## config.mk

```make
export PLATFORM = sky130hd
export DESIGN_NAME = can_bit_timing_search
export DESIGN_NICKNAME = d
export VERILOG_FILES = /design/src/rtl/cbts_pkg.sv /design/src/rtl/cbts_divider.sv /design/src/rtl/cbts_search.sv /design/src/rtl/can_bit_timing_search.sv
export SDC_FILE = /design/constraint.sdc
export NUM_CORES = 1
export LEC_CHECK = 0
export BUFFER_PORTS_ARGS = -buffer_cell sky130_fd_sc_hd__buf_2
export CAP_MARGIN = 20
export CORE_ASPECT_RATIO = 1.2
export CORE_MARGIN = 5
export CORE_UTILIZATION = 40
export DETAILED_ROUTE_END_ITERATION = 8
export SYNTH_ARGS = -nofsm -noshare
export SYNTH_HDL_FRONTEND = slang
export SYNTH_HIERARCHICAL = 1
export SYNTH_SLANG_ARGS = --single-unit
```

## constraint.sdc

```tcl
create_clock -name clk_i -period 4.7 [get_ports clk_i]
set_clock_uncertainty 0.05 [all_clocks]
set_input_delay 0.235 -clock clk_i [delete_from_list [all_inputs] [get_ports clk_i]]
set_output_delay 0.235 -clock clk_i [all_outputs]
set_load 0.03 [all_outputs]
```

## src/rtl/cbts_pkg.sv

```systemverilog
// cbts_pkg: shared widths, status codes and the search result bundle
// for the can bit timing search block; no dependencies
`timescale 1ns / 1ps
`default_nettype none

package cbts_pkg;

  localparam int unsigned ClkW    = 28;  // main clock rate register
  localparam int unsigned RateW   = 20;  // requested bit rate
  localparam int unsigned StatusW = 2;
  localparam int unsigned DivW    = 4;   // prescale divider minus one
  localparam int unsigned TwW     = 15;  // packed timing word
  localparam int unsigned ProdW   = 14;  // segs * quanta * (div + 1) <= 8704
  localparam int unsigned MulW    = 10;  // quanta * (div + 1) <= 512
  localparam int unsigned DivCntW = 5;   // bit counter of the serial divider

  localparam logic [ClkW-1:0] ClkReset = ClkW'(48000000);

  localparam logic [DivW-1:0] DivLast    = 4'd15;
  localparam logic [5:0]      QuantaLast = 6'd32;
  localparam logic [4:0]      SegsFirst  = 5'd3;
  localparam logic [4:0]      SegsLast   = 5'd17;

  localparam logic [StatusW-1:0] StatusMatch   = 2'd0;
  localparam logic [StatusW-1:0] StatusNoMatch = 2'd1;
  localparam logic [StatusW-1:0] StatusZero    = 2'd2;

  typedef struct packed {
    logic            found;
    logic [DivW-1:0] div;
    logic [TwW-1:0]  tw;
  } srch_res_t;

endpackage

`default_nettype wire

```

## src/rtl/cbts_divider.sv

```systemverilog
// cbts_divider: restoring bit-serial divider, one quotient bit per cycle
// depends on cbts_pkg
`timescale 1ns / 1ps
`default_nettype none

module cbts_divider import cbts_pkg::*; (
  input  wire logic             clk_i,
  input  wire logic             rst_ni,
  input  wire logic             start_i,
  input  wire logic [ClkW-1:0]  dividend_i,
  input  wire logic [RateW-1:0] divisor_i,
  output logic                  done_o,
  output logic [ClkW-1:0]       quot_o
);

  logic                busy_q, busy_d;
  logic [DivCntW-1:0]  cnt_q, cnt_d;
  logic [RateW-1:0]    rem_q, rem_d;
  logic [RateW-1:0]    dsr_q, dsr_d;
  logic [ClkW-1:0]     dq_q, dq_d;
  logic [RateW:0]      rem_sh;
  logic [RateW:0]      diff;
  logic                ge;

  // shift in the next dividend bit, subtract when it fits
  assign rem_sh = {rem_q, dq_q[ClkW-1]};
  assign ge     = rem_sh >= {1'b0, dsr_q};
  assign diff   = rem_sh - {1'b0, dsr_q};

  always_comb begin
    busy_d = busy_q;
    cnt_d  = cnt_q;
    rem_d  = rem_q;
    dsr_d  = dsr_q;
    dq_d   = dq_q;
    if (start_i) begin
      busy_d = 1'b1;
      cnt_d  = DivCntW'(ClkW - 1);
      rem_d  = '0;
      dsr_d  = divisor_i;
      dq_d   = dividend_i;
    end else if (busy_q) begin
      rem_d = ge ? diff[RateW-1:0] : rem_sh[RateW-1:0];
      dq_d  = {dq_q[ClkW-2:0], ge};
      cnt_d = cnt_q - DivCntW'(1);
      if (cnt_q == '0) begin
        busy_d = 1'b0;
      end
    end
  end

  always_ff @(posedge clk_i or negedge rst_ni) begin
    if (!rst_ni) begin
      busy_q <= 1'b0;
      cnt_q  <= '0;
    end else begin
      busy_q <= busy_d;
      cnt_q  <= cnt_d;
    end
  end

  always_ff @(posedge clk_i) begin
    rem_q <= rem_d;
    dsr_q <= dsr_d;
    dq_q  <= dq_d;
  end

  // quotient is complete once the last step is registered; done rises with it
  logic fin_q;
  always_ff @(posedge clk_i or negedge rst_ni) begin
    if (!rst_ni) begin
      fin_q <= 1'b0;
    end else begin
      fin_q <= busy_q && (cnt_q == '0) && !start_i;
    end
  end

  assign done_o = fin_q;
  assign quot_o = dq_q;

endmodule

`default_nettype wire

```

## src/rtl/cbts_search.sv

```systemverilog
// cbts_search: walks divider, quanta and segment total one candidate per cycle
// with incremental products; depends on cbts_pkg
`timescale 1ns / 1ps
`default_nettype none

module cbts_search import cbts_pkg::*; (
  input  wire logic            clk_i,
  input  wire logic            rst_ni,
  input  wire logic            start_i,
  input  wire logic [ClkW-1:0] cpb_i,
  output logic                 done_o,
  output srch_res_t            res_o
);

  logic            run_q, run_d;
  logic [DivW-1:0] dv_q, dv_d;
  logic [5:0]      qn_q, qn_d;
  logic [4:0]      sg_q, sg_d;
  logic [MulW-1:0] m_q, m_d;    // quanta * (div + 1)
  logic [ProdW-1:0] p_q, p_d;   // segs * m
  srch_res_t       res_q, res_d;

  logic            hit;
  logic            last;
  logic [MulW-1:0] m_nq;
  logic [MulW-1:0] m_ndv;
  logic [3:0]      rest;
  logic [3:0]      seg1;
  logic [2:0]      seg2;
  logic [1:0]      sjw;
  logic [5:0]      qm1;

  assign hit   = run_q && (cpb_i == {{(ClkW-ProdW){1'b0}}, p_q});
  assign last  = (sg_q == SegsLast) && (qn_q == QuantaLast) && (dv_q == DivLast);
  assign m_nq  = m_q + MulW'(dv_q) + MulW'(1);
  assign m_ndv = MulW'(dv_q) + MulW'(2);

  // segment split of the current candidate
  assign rest = 4'(sg_q - SegsFirst);
  assign seg1 = {1'b0, rest[3:1]};
  assign seg2 = 3'(rest - seg1);
  assign sjw  = (seg1 > 4'd3) ? 2'd3 : seg1[1:0];
  assign qm1  = qn_q - 6'd1;

  always_comb begin
    run_d = run_q;
    dv_d  = dv_q;
    qn_d  = qn_q;
    sg_d  = sg_q;
    m_d   = m_q;
    p_d   = p_q;
    res_d = res_q;
    if (start_i) begin
      run_d = 1'b1;
      dv_d  = '0;
      qn_d  = 6'd1;
      sg_d  = SegsFirst;
      m_d   = MulW'(1);
      p_d   = ProdW'(SegsFirst);
    end else if (run_q) begin
      if (hit) begin
        run_d       = 1'b0;
        res_d.found = 1'b1;
        res_d.div   = dv_q;
        res_d.tw    = {seg2, seg1, sjw, qm1};
      end else if (last) begin
        run_d       = 1'b0;
        res_d.found = 1'b0;
        res_d.div   = '0;
        res_d.tw    = '0;
      end else if (sg_q != SegsLast) begin
        sg_d = sg_q + 5'd1;
        p_d  = p_q + ProdW'(m_q);
      end else if (qn_q != QuantaLast) begin
        qn_d = qn_q + 6'd1;
        sg_d = SegsFirst;
        m_d  = m_nq;
        p_d  = ProdW'({m_nq, 1'b0}) + ProdW'(m_nq);
      end else begin
        dv_d = dv_q + DivW'(1);
        qn_d = 6'd1;
        sg_d = SegsFirst;
        m_d  = m_ndv;
        p_d  = ProdW'({m_ndv, 1'b0}) + ProdW'(m_ndv);
      end
    end
  end

  always_ff @(posedge clk_i or negedge rst_ni) begin
    if (!rst_ni) begin
      run_q <= 1'b0;
    end else begin
      run_q <= run_d;
    end
  end

  always_ff @(posedge clk_i) begin
    dv_q  <= dv_d;
    qn_q  <= qn_d;
    sg_q  <= sg_d;
    m_q   <= m_d;
    p_q   <= p_d;
    res_q <= res_d;
  end

  // result registers settle at the edge that ends the walk
  logic fin_q;
  always_ff @(posedge clk_i or negedge rst_ni) begin
    if (!rst_ni) begin
      fin_q <= 1'b0;
    end else begin
      fin_q <= run_q && (hit || last) && !start_i;
    end
  end

  assign done_o = fin_q;
  assign res_o  = res_q;

endmodule

`default_nettype wire

```

## src/rtl/can_bit_timing_search.sv

```systemverilog
// can_bit_timing_search: top level, clock-rate register, control sequencer
// and output register; depends on cbts_pkg, cbts_divider and cbts_search
`timescale 1ns / 1ps
`default_nettype none

//  channel | direction | handshake                | payload
//  --------+-----------+--------------------------+---------------------------------------
//  cfg     | in        | cfg_valid_i / cfg_ready_o | cfg_main_clock_hz_i
//  in      | in        | in_valid_i / in_stall_o   | bit_rate_i
//  out     | out       | out_valid_o / out_stall_i | status_o, prescale_div_o, timing_word_o
//
//  one request at a time: the bit-serial divider first computes clocks per bit,
//  then the search walk tests one candidate per cycle (up to 7680 candidates),
//  and the sequencer hands the result to the output register; the next request
//  can be taken in the same cycle as the result is first offered
//  a zero bit rate still runs the divide but skips the walk
//  reset clears the sequencer and sets the clock rate to 48 MHz
//  the finished result waits in the output register while out_stall_i is high;
//  in_stall_o stays high until the sequencer is back in idle

module can_bit_timing_search import cbts_pkg::*; (
  input  wire logic               clk_i,
  input  wire logic               rst_ni,
  // configuration
  input  wire logic               cfg_valid_i,
  output logic                    cfg_ready_o,
  input  wire logic [ClkW-1:0]    cfg_main_clock_hz_i,
  // request
  input  wire logic               in_valid_i,
  output logic                    in_stall_o,
  input  wire logic [RateW-1:0]   bit_rate_i,
  // result
  output logic                    out_valid_o,
  input  wire logic               out_stall_i,
  output logic [StatusW-1:0]      status_o,
  output logic [DivW-1:0]         prescale_div_o,
  output logic [TwW-1:0]          timing_word_o
);

  typedef enum logic [3:0] {
    StIdle = 4'b0001,
    StDiv  = 4'b0010,
    StSrch = 4'b0100,
    StDone = 4'b1000
  } state_e;

  state_e state_q, state_d;

  logic [ClkW-1:0]    clk_hz_q;
  logic               zero_q, zero_d;
  logic               in_xfer;
  logic               out_free;
  logic               div_done;
  logic [ClkW-1:0]    quot;
  logic               srch_start;
  logic               srch_done;
  srch_res_t          srch_res;

  logic               out_valid_q, out_valid_d;
  logic [StatusW-1:0] status_q, status_d;
  logic [DivW-1:0]    div_q, div_d;
  logic [TwW-1:0]     tw_q, tw_d;

  // configuration is always taken
  assign cfg_ready_o = 1'b1;

  always_ff @(posedge clk_i or negedge rst_ni) begin
    if (!rst_ni) begin
      clk_hz_q <= ClkReset;
    end else if (cfg_valid_i) begin
      clk_hz_q <= cfg_main_clock_hz_i;
    end
  end

  assign in_stall_o = (state_q != StIdle);
  assign in_xfer    = in_valid_i && !in_stall_o;
  assign out_free   = !out_valid_q || !out_stall_i;

  // clocks per bit, one quotient bit a cycle
  cbts_divider u_div (
    .clk_i      (clk_i),
    .rst_ni     (rst_ni),
    .start_i    (in_xfer),
    .dividend_i (clk_hz_q),
    .divisor_i  (bit_rate_i),
    .done_o     (div_done),
    .quot_o     (quot)
  );

  assign srch_start = (state_q == StDiv) && div_done && !zero_q;

  // candidate walk over divider, quanta and segment total
  cbts_search u_srch (
    .clk_i   (clk_i),
    .rst_ni  (rst_ni),
    .start_i (srch_start),
    .cpb_i   (quot),
    .done_o  (srch_done),
    .res_o   (srch_res)
  );

  // sequencer
  always_comb begin
    state_d = state_q;
    zero_d  = zero_q;
    case (state_q)
      StIdle: begin
        if (in_xfer) begin
          zero_d  = (bit_rate_i == '0);
          state_d = StDiv;
        end
      end
      StDiv: begin
        if (div_done) begin
          state_d = zero_q ? StDone : StSrch;
        end
      end
      StSrch: begin
        if (srch_done) begin
          state_d = StDone;
        end
      end
      StDone: begin
        if (out_free) begin
          state_d = StIdle;
        end
      end
      default: begin
        state_d = StIdle;
      end
    endcase
  end

  // output register, loaded when the result is ready and the slot is free
  always_comb begin
    out_valid_d = out_valid_q;
    status_d    = status_q;
    div_d       = div_q;
    tw_d        = tw_q;
    if (out_valid_q && !out_stall_i) begin
      out_valid_d = 1'b0;
    end
    if ((state_q == StDone) && out_free) begin
      out_valid_d = 1'b1;
      if (zero_q) begin
        status_d = StatusZero;
        div_d    = '0;
        tw_d     = '0;
      end else if (srch_res.found) begin
        status_d = StatusMatch;
        div_d    = srch_res.div;
        tw_d     = srch_res.tw;
      end else begin
        status_d = StatusNoMatch;
        div_d    = '0;
        tw_d     = '0;
      end
    end
  end

  always_ff @(posedge clk_i or negedge rst_ni) begin
    if (!rst_ni) begin
      state_q     <= StIdle;
      zero_q      <= 1'b0;
      out_valid_q <= 1'b0;
    end else begin
      state_q     <= state_d;
      zero_q      <= zero_d;
      out_valid_q <= out_valid_d;
    end
  end

  always_ff @(posedge clk_i) begin
    status_q <= status_d;
    div_q    <= div_d;
    tw_q     <= tw_d;
  end

  assign out_valid_o    = out_valid_q;
  assign status_o       = status_q;
  assign prescale_div_o = div_q;
  assign timing_word_o  = tw_q;

endmodule

`default_nettype wire

```

==> Word-level counts from Yosys, hierarchy flattened <==
Index checks and enable logic that the tools add are counted.
{ "totals": {"mem_bits_ro": 0, "latchBits": 0, "in_bits": 53, "out_inout_bits": 24, "register_bits": 189, "ramBits": 0, "n_memories": 0} }
{ "classes": {"n_div": 0, "n_bitwise": 6, "order_cmp": 2, "n_addsub": 14, "mux": 29, "eq_ne": 15, "n_mul": 0, "shift": 0, "n_reduce_logical": 32} }
{ "ops": {"columns": ["operator", "n"], "rows": [
  ["$mux 28", 2],
  ["$mux 20", 2],
  ["$eq 28x14->1", 1],
  ["$mux 14", 2],
  ["$add 11x10->12", 2],
  ["$ge 21x20->1", 1],
  ["$logic_not 20->1", 1],
  ["$mux 4", 5],
  ["$sub 20x20->20", 1],
  ["$mux 19", 1],
  ["$pmux 4 s4", 1],
  ["$mux 5", 3],
  ["$add 14x10->14", 1],
  ["$logic_and 1x1->1", 12],
  ["$add 10x1->10 const B", 1],
  ["$add 10x4->10", 1],
  ["$mux 1", 10],
  ["$mux 10", 1],
  ["$eq 4x4->1 const B", 2],
  ["$reduce_and 4->1", 2],
  ["$add 6x1->6 const B", 1],
  ["$eq 6x6->1 const B", 1],
  ["$logic_not 1->1", 6],
  ["$mux 6", 1],
  ["26 further kinds", 37]
]} }

==> Logic depth before layout (Yosys ltp) <==
{ "depth": {"depth_word": 7, "depth_mapped": 15, "depth_no_buf": 15} }

==> Cells and area by module <==
Netlist, hierarchy kept.
{ "modules_own_cells": {"columns": ["module", "cells_each", "area_per_inst_um2", "n_inst"], "rows": [
  ["cbts_search", 515, 4483.0, 1],
  ["cbts_divider", 377, 4134.0, 1],
  ["can_bit_timing_search", 149, 2255.9, 1]
]} }

==> Worst setup path before layout <==
OpenSTA, ideal clock, no wires.
{ "synth_timing": {"kind": "reg-to-reg", "startpoint": "register u_srch.dv_q[0]", "endpoint": "register u_srch.p_q[7]", "setup_ns": 0.133, "path_buffers": 0, "path_stages_with_launch": 15, "path_slack_ns": 1.380, "t_arrival_ns": 3.137, "cell_sequence": "dfxtp_1 > inv_1 > ha_1 > fa_1 > xnor2_1 > inv_1 > fa_1 > inv_1 > a21oi_1 > or3_1 > o21ai_1 > o32ai_2 > xnor2_1 > a221oi_1 > nor3_1"} }
{ "synth_between": {"elab_chain_len": 5, "elab_cells_between_ends": 11, "classes_between": "add/sub (5); eq/ne (1); mux (2); bitwise (1); reduce/logical (2)"} }
{ "synth_rtl": {"columns": ["element", "line_no", "source"], "rows": [
  ["start, declared", "cbts_search.sv:16", "logic [DivW-1:0] dv_q, dv_d;"],
  ["start signal, assigned", "cbts_search.sv:98", "dv_q <= dv_d;"],
  ["$add 10x4->10", "cbts_search.sv:35", "assign m_nq = m_q + MulW'(dv_q) + MulW'(1);"],
  ["$add 10x1->10", "cbts_search.sv:35", null],
  ["$add 11x10->12", "cbts_search.sv:78", "p_d = ProdW'({m_nq, 1'b0}) + ProdW'(m_nq);"],
  ["$mux 14", "cbts_search.sv:74", "end else if (qn_q != QuantaLast) begin"],
  ["$mux 14", "cbts_search.sv:71", "end else if (sg_q != SegsLast) begin"],
  ["end signal, assigned", "cbts_search.sv:102", "p_q <= p_d;"],
  ["end, declared", "cbts_search.sv:20", "logic [ProdW-1:0] p_q, p_d;"]
]} }
Parallel ways exist; a longest one is shown, timed or not.
A chain may end at the register's enable or synchronous reset.

==> Final worst setup path <==
{ "layout_timing": {"startpoint": "register u_srch.dv_q[0]", "endpoint": "register u_srch.p_q[9]"} }
The elaborated chain is that of the path after synthesis.

==> metrics.cfg <==
[floorplan]
io-pin-count=77
die_x_um=160.5
die_h_um=190.6
core_sq_um=27000
initial_core_util_pct=40.27
rows=66
dieArea_sq_um=30590

[clock_tree]
cts_sinks=190
cts_resized=0
cts_hold_buf=50
clock_path_buffers=2
path_clk_slew_ns=0.07
cts_buffers=17
h-tree-depth=4
root_buffer=clkbuf_16
post_cts_buffers=0
cts_tree=built
insertion_delay_ns=0.43

[yosys]
ys_ff_latch=190
syn_nets=1160
synth-seq-area-share_pct=45.19
synth-async-reset-ratio_pct=22.63
synth_area_sq_um=10870
yosys_warnings=6
syn_area_per_cell_sq_um=10.44
ys.flop_type=edfxtp_1
synth_edf_count=88
syn_inst=1041
synth_cell_types=90

[finish]
drive_above_1_share_pct=18.56
design_area_sq_um=12710
final_cell_mix=nor2_1 (92), edfxtp_1 (88), buf_2 (75), nand2_1 (63), ha_1 (61)
diodes=0
final_common_cell=nor2_1
final_nets=1275
fillers=2488
area_growth_pct=16.87

[power]
p_clk_share_pct=26.4
seq_power_share_pct=40.4
vdd_drop_max_v=0.0002523
leakage_uw=0.005352
switchingPower_uw=1880
swShare_pct=32.35
cellPowerDensity_nw_per_um2=457.5
power.internal_uw=3933
comb_power_share_pct=33.3

[global_route]
grt_antenna_before_repair=0
grt_usage_pct=15.89
grt-ovfl-total=0
grt_pass1_vias=7879
grt_start_max_net_pins=44
grt_pass1_wl_um=39430

[drt]
vias=7898
dr.first_iter.drc_count=418
wl_per_cell_um=16.00
firstDrtPassIters=5
routed_wl_um=24140
drc=0
drt-vias-per-instance=5.234
ant_nets=0

[setup_path]
cp.arrival_ns=3.97
crit-reg2reg-launch=u_srch/dv_q[0]$_SDFFE_PP0P_
critical_path_peak_fanout=6
crit_chain=inv_1, ha_1, fa_1, nand2b_1, a21oi_4, nor2b_1, nand3_1, xor2_1, inv_1, ha_1, nand2_1, a211oi_1, a31o_2, nor2_1, o41ai_1
startpoint=u_srch/dv_q[0]$_SDFFE_PP0P_
cp-end-kind=flip-flop
worstSetupPathType=flip-flop to flip-flop
slowest_stage=dfxtp_1
setup.worst_path.start_class=flip-flop
crit_required_ns=4.99
crit_path_max_incr_delay_ns=0.43

[placement]
place_congestion=0.8512
dp_hpwl_um=17160
port_buffers=75
dpl-instance-area_sq_um=11520

[run_status]
status=finished, final reports clean

[hold_path]
hold_path_class=primary input to flip-flop
min_from=out_stall_i

[timing]
timing.final.crit_share_pct=78.32
post-route-min-period_ns=3.681
setup_viol=0
slew_headroom_pct=35.75
drv_slew=0
setup_tns_ns=0
grt_setup_unrepaired=no
hold_viol=0
tightest_slew_ns=0.9628
clock.fmax_mhz=271.7

[run]
maxCapViolCount=0

cell families after synthesis:
kind of cell / Yosys count / share of synthesized area [%]
buf+inv: 103 / 4.200
xor+xnor: 83 / 6.686
compound gates: 206 / 13.40
other cells: 2 / 0.06907
mux: 74 / 7.468
simple gates: 317 / 15.05
fa+ha+maj: 66 / 7.940
flops: 190 / 45.19
layer usage:
layer / vias to the layer above / wire length [um] / global-route usage (%)
li1: 3989 / - / -
met1: 3790 / 10350 / 18.52
met2: 97 / 12920 / 29.99
met3: 22 / 490 / 2.465
met4: 0 / 372 / 4.667
met5: - / 0 / 0
area by class of cell:
class                           count  area (sq um)  share of cell area [%]
Clock inverter                     13         186.4                   1.467
Timing Repair Buffer              137          1006                   7.916
Sequential cell                   190          4913                   38.67
Inverter                           62         232.7                   1.831
Tap cell                          340         425.4                   3.348
Multi-Input combinational cell    748          5510                   43.36
Clock buffer                       19         432.9                   3.407
worst paths after layout:
path | to | slack (ns) | cells past startpoint
min reg2reg | u_srch/p_q[3]$_SDFFE_PP0P_ | 0.45 | 2
min | out_valid_o$_DFFE_PN0P_ | 0.03 | 3
max reg2reg | u_srch/p_q[9]$_SDFFE_PP0P_ | 1.02 | 15
max in group asynchronous | state_q[0]$_DFFE_PN1P_ | 3.85 | 3
min in group asynchronous | clk_hz_q[3]$_DFFE_PN0P_ | 0.19 | 2
max | u_srch/p_q[9]$_SDFFE_PP0P_ | 1.02 | 15
worst max-delay path: cells and delay by family, from the launching register on:
family | cells | cell delay [ns]
adders and majority gates | 3 | 1.09
AOI/OAI and AO/OA | 4 | 0.79
xor gates and xnor gates | 1 | 0.24
DFF | 1 | 0.43
and+or+nand+nor | 5 | 0.76
buffers and inverters | 2 | 0.21
power by group through the flow:
| stage | logic [uW] | registers (uW) | clock network, uW |
|---|---|---|---|
| floorplan | 1570 | 2300 | 0 |
| finish | 1930 | 2350 | 1530 |
| global placement | 1870 | 2380 | 0 |
| global route | 2160 | 2390 | 1660 |
| detailed placement | 1890 | 2380 | 0 |
| CTS | 1940 | 2350 | 1580 |
state kept, by name, summed over array words and instances, names as in the netlist, 2 cells and up:
name	cells
state_q	4
u_div/quot_o	28
u_div/rem_q	20
prescale_div_o	4
status_o	2
u_srch/sg_q	5
u_srch/res_o	19
u_div/cnt_q	5
timing_word_o	15
u_srch/qn_q	6
u_srch/dv_q	4
u_div/dsr_q	20
clk_hz_q	28
u_srch/p_q	14
u_srch/m_q	10
per-stage QoR:
| step | hold WS, ns | std cells | power, uW | worst slack [ns] | util, % |
|---|---|---|---|---|---|
| finish | 0.03374 | 1509 | 5813 | 1.019 | 47.06 |
| global placement | 0.3785 | 1424 | 4248 | 1.174 | 42.68 |
| detailed placement | 0.3803 | 1424 | 4274 | 1.066 | 42.68 |
| global route | 0.03328 | 1509 | 6201 | 0.6639 | 47.06 |
| CTS | 0.01191 | 1506 | 5866 | 1.024 | 46.83 |
| floorplan | -0.1106 | 1041 | 3864 | 1.380 | - |
Yosys cell counts, drive strengths merged, types with 6 or more instances:
cell | instances | area share (%)
nor2 | 97 | 3.5
edfxtp | 88 | 24
nand2 | 64 | 2.3
ha | 61 | 7.0
inv | 61 | 2.1
dfxtp | 59 | 11
a21oi | 58 | 2.8
mux2 | 57 | 5.9
xnor2 | 47 | 3.8
xor2 | 36 | 2.9
dfrtp | 32 | 7.4
o21ai | 28 | 1.3
nand3 | 25 | 1.2
a211oi | 24 | 1.7
and2 | 23 | 1.3
clkbuf | 23 | 0.79
a21o | 21 | 1.4
nor3 | 20 | 0.97
buf | 18 | 1.3
mux2i | 17 | 1.6
nor4 | 14 | 0.81
nand2b | 13 | 0.75
dfstp | 11 | 2.7
nor2b | 11 | 0.66
nand4 | 8 | 0.46
o31ai | 8 | 0.60
a31oi | 7 | 0.46
a32oi | 6 | 0.48
and3 | 6 | 0.35
or2 | 6 | 0.35
Power figures use the tool's default switching activity.
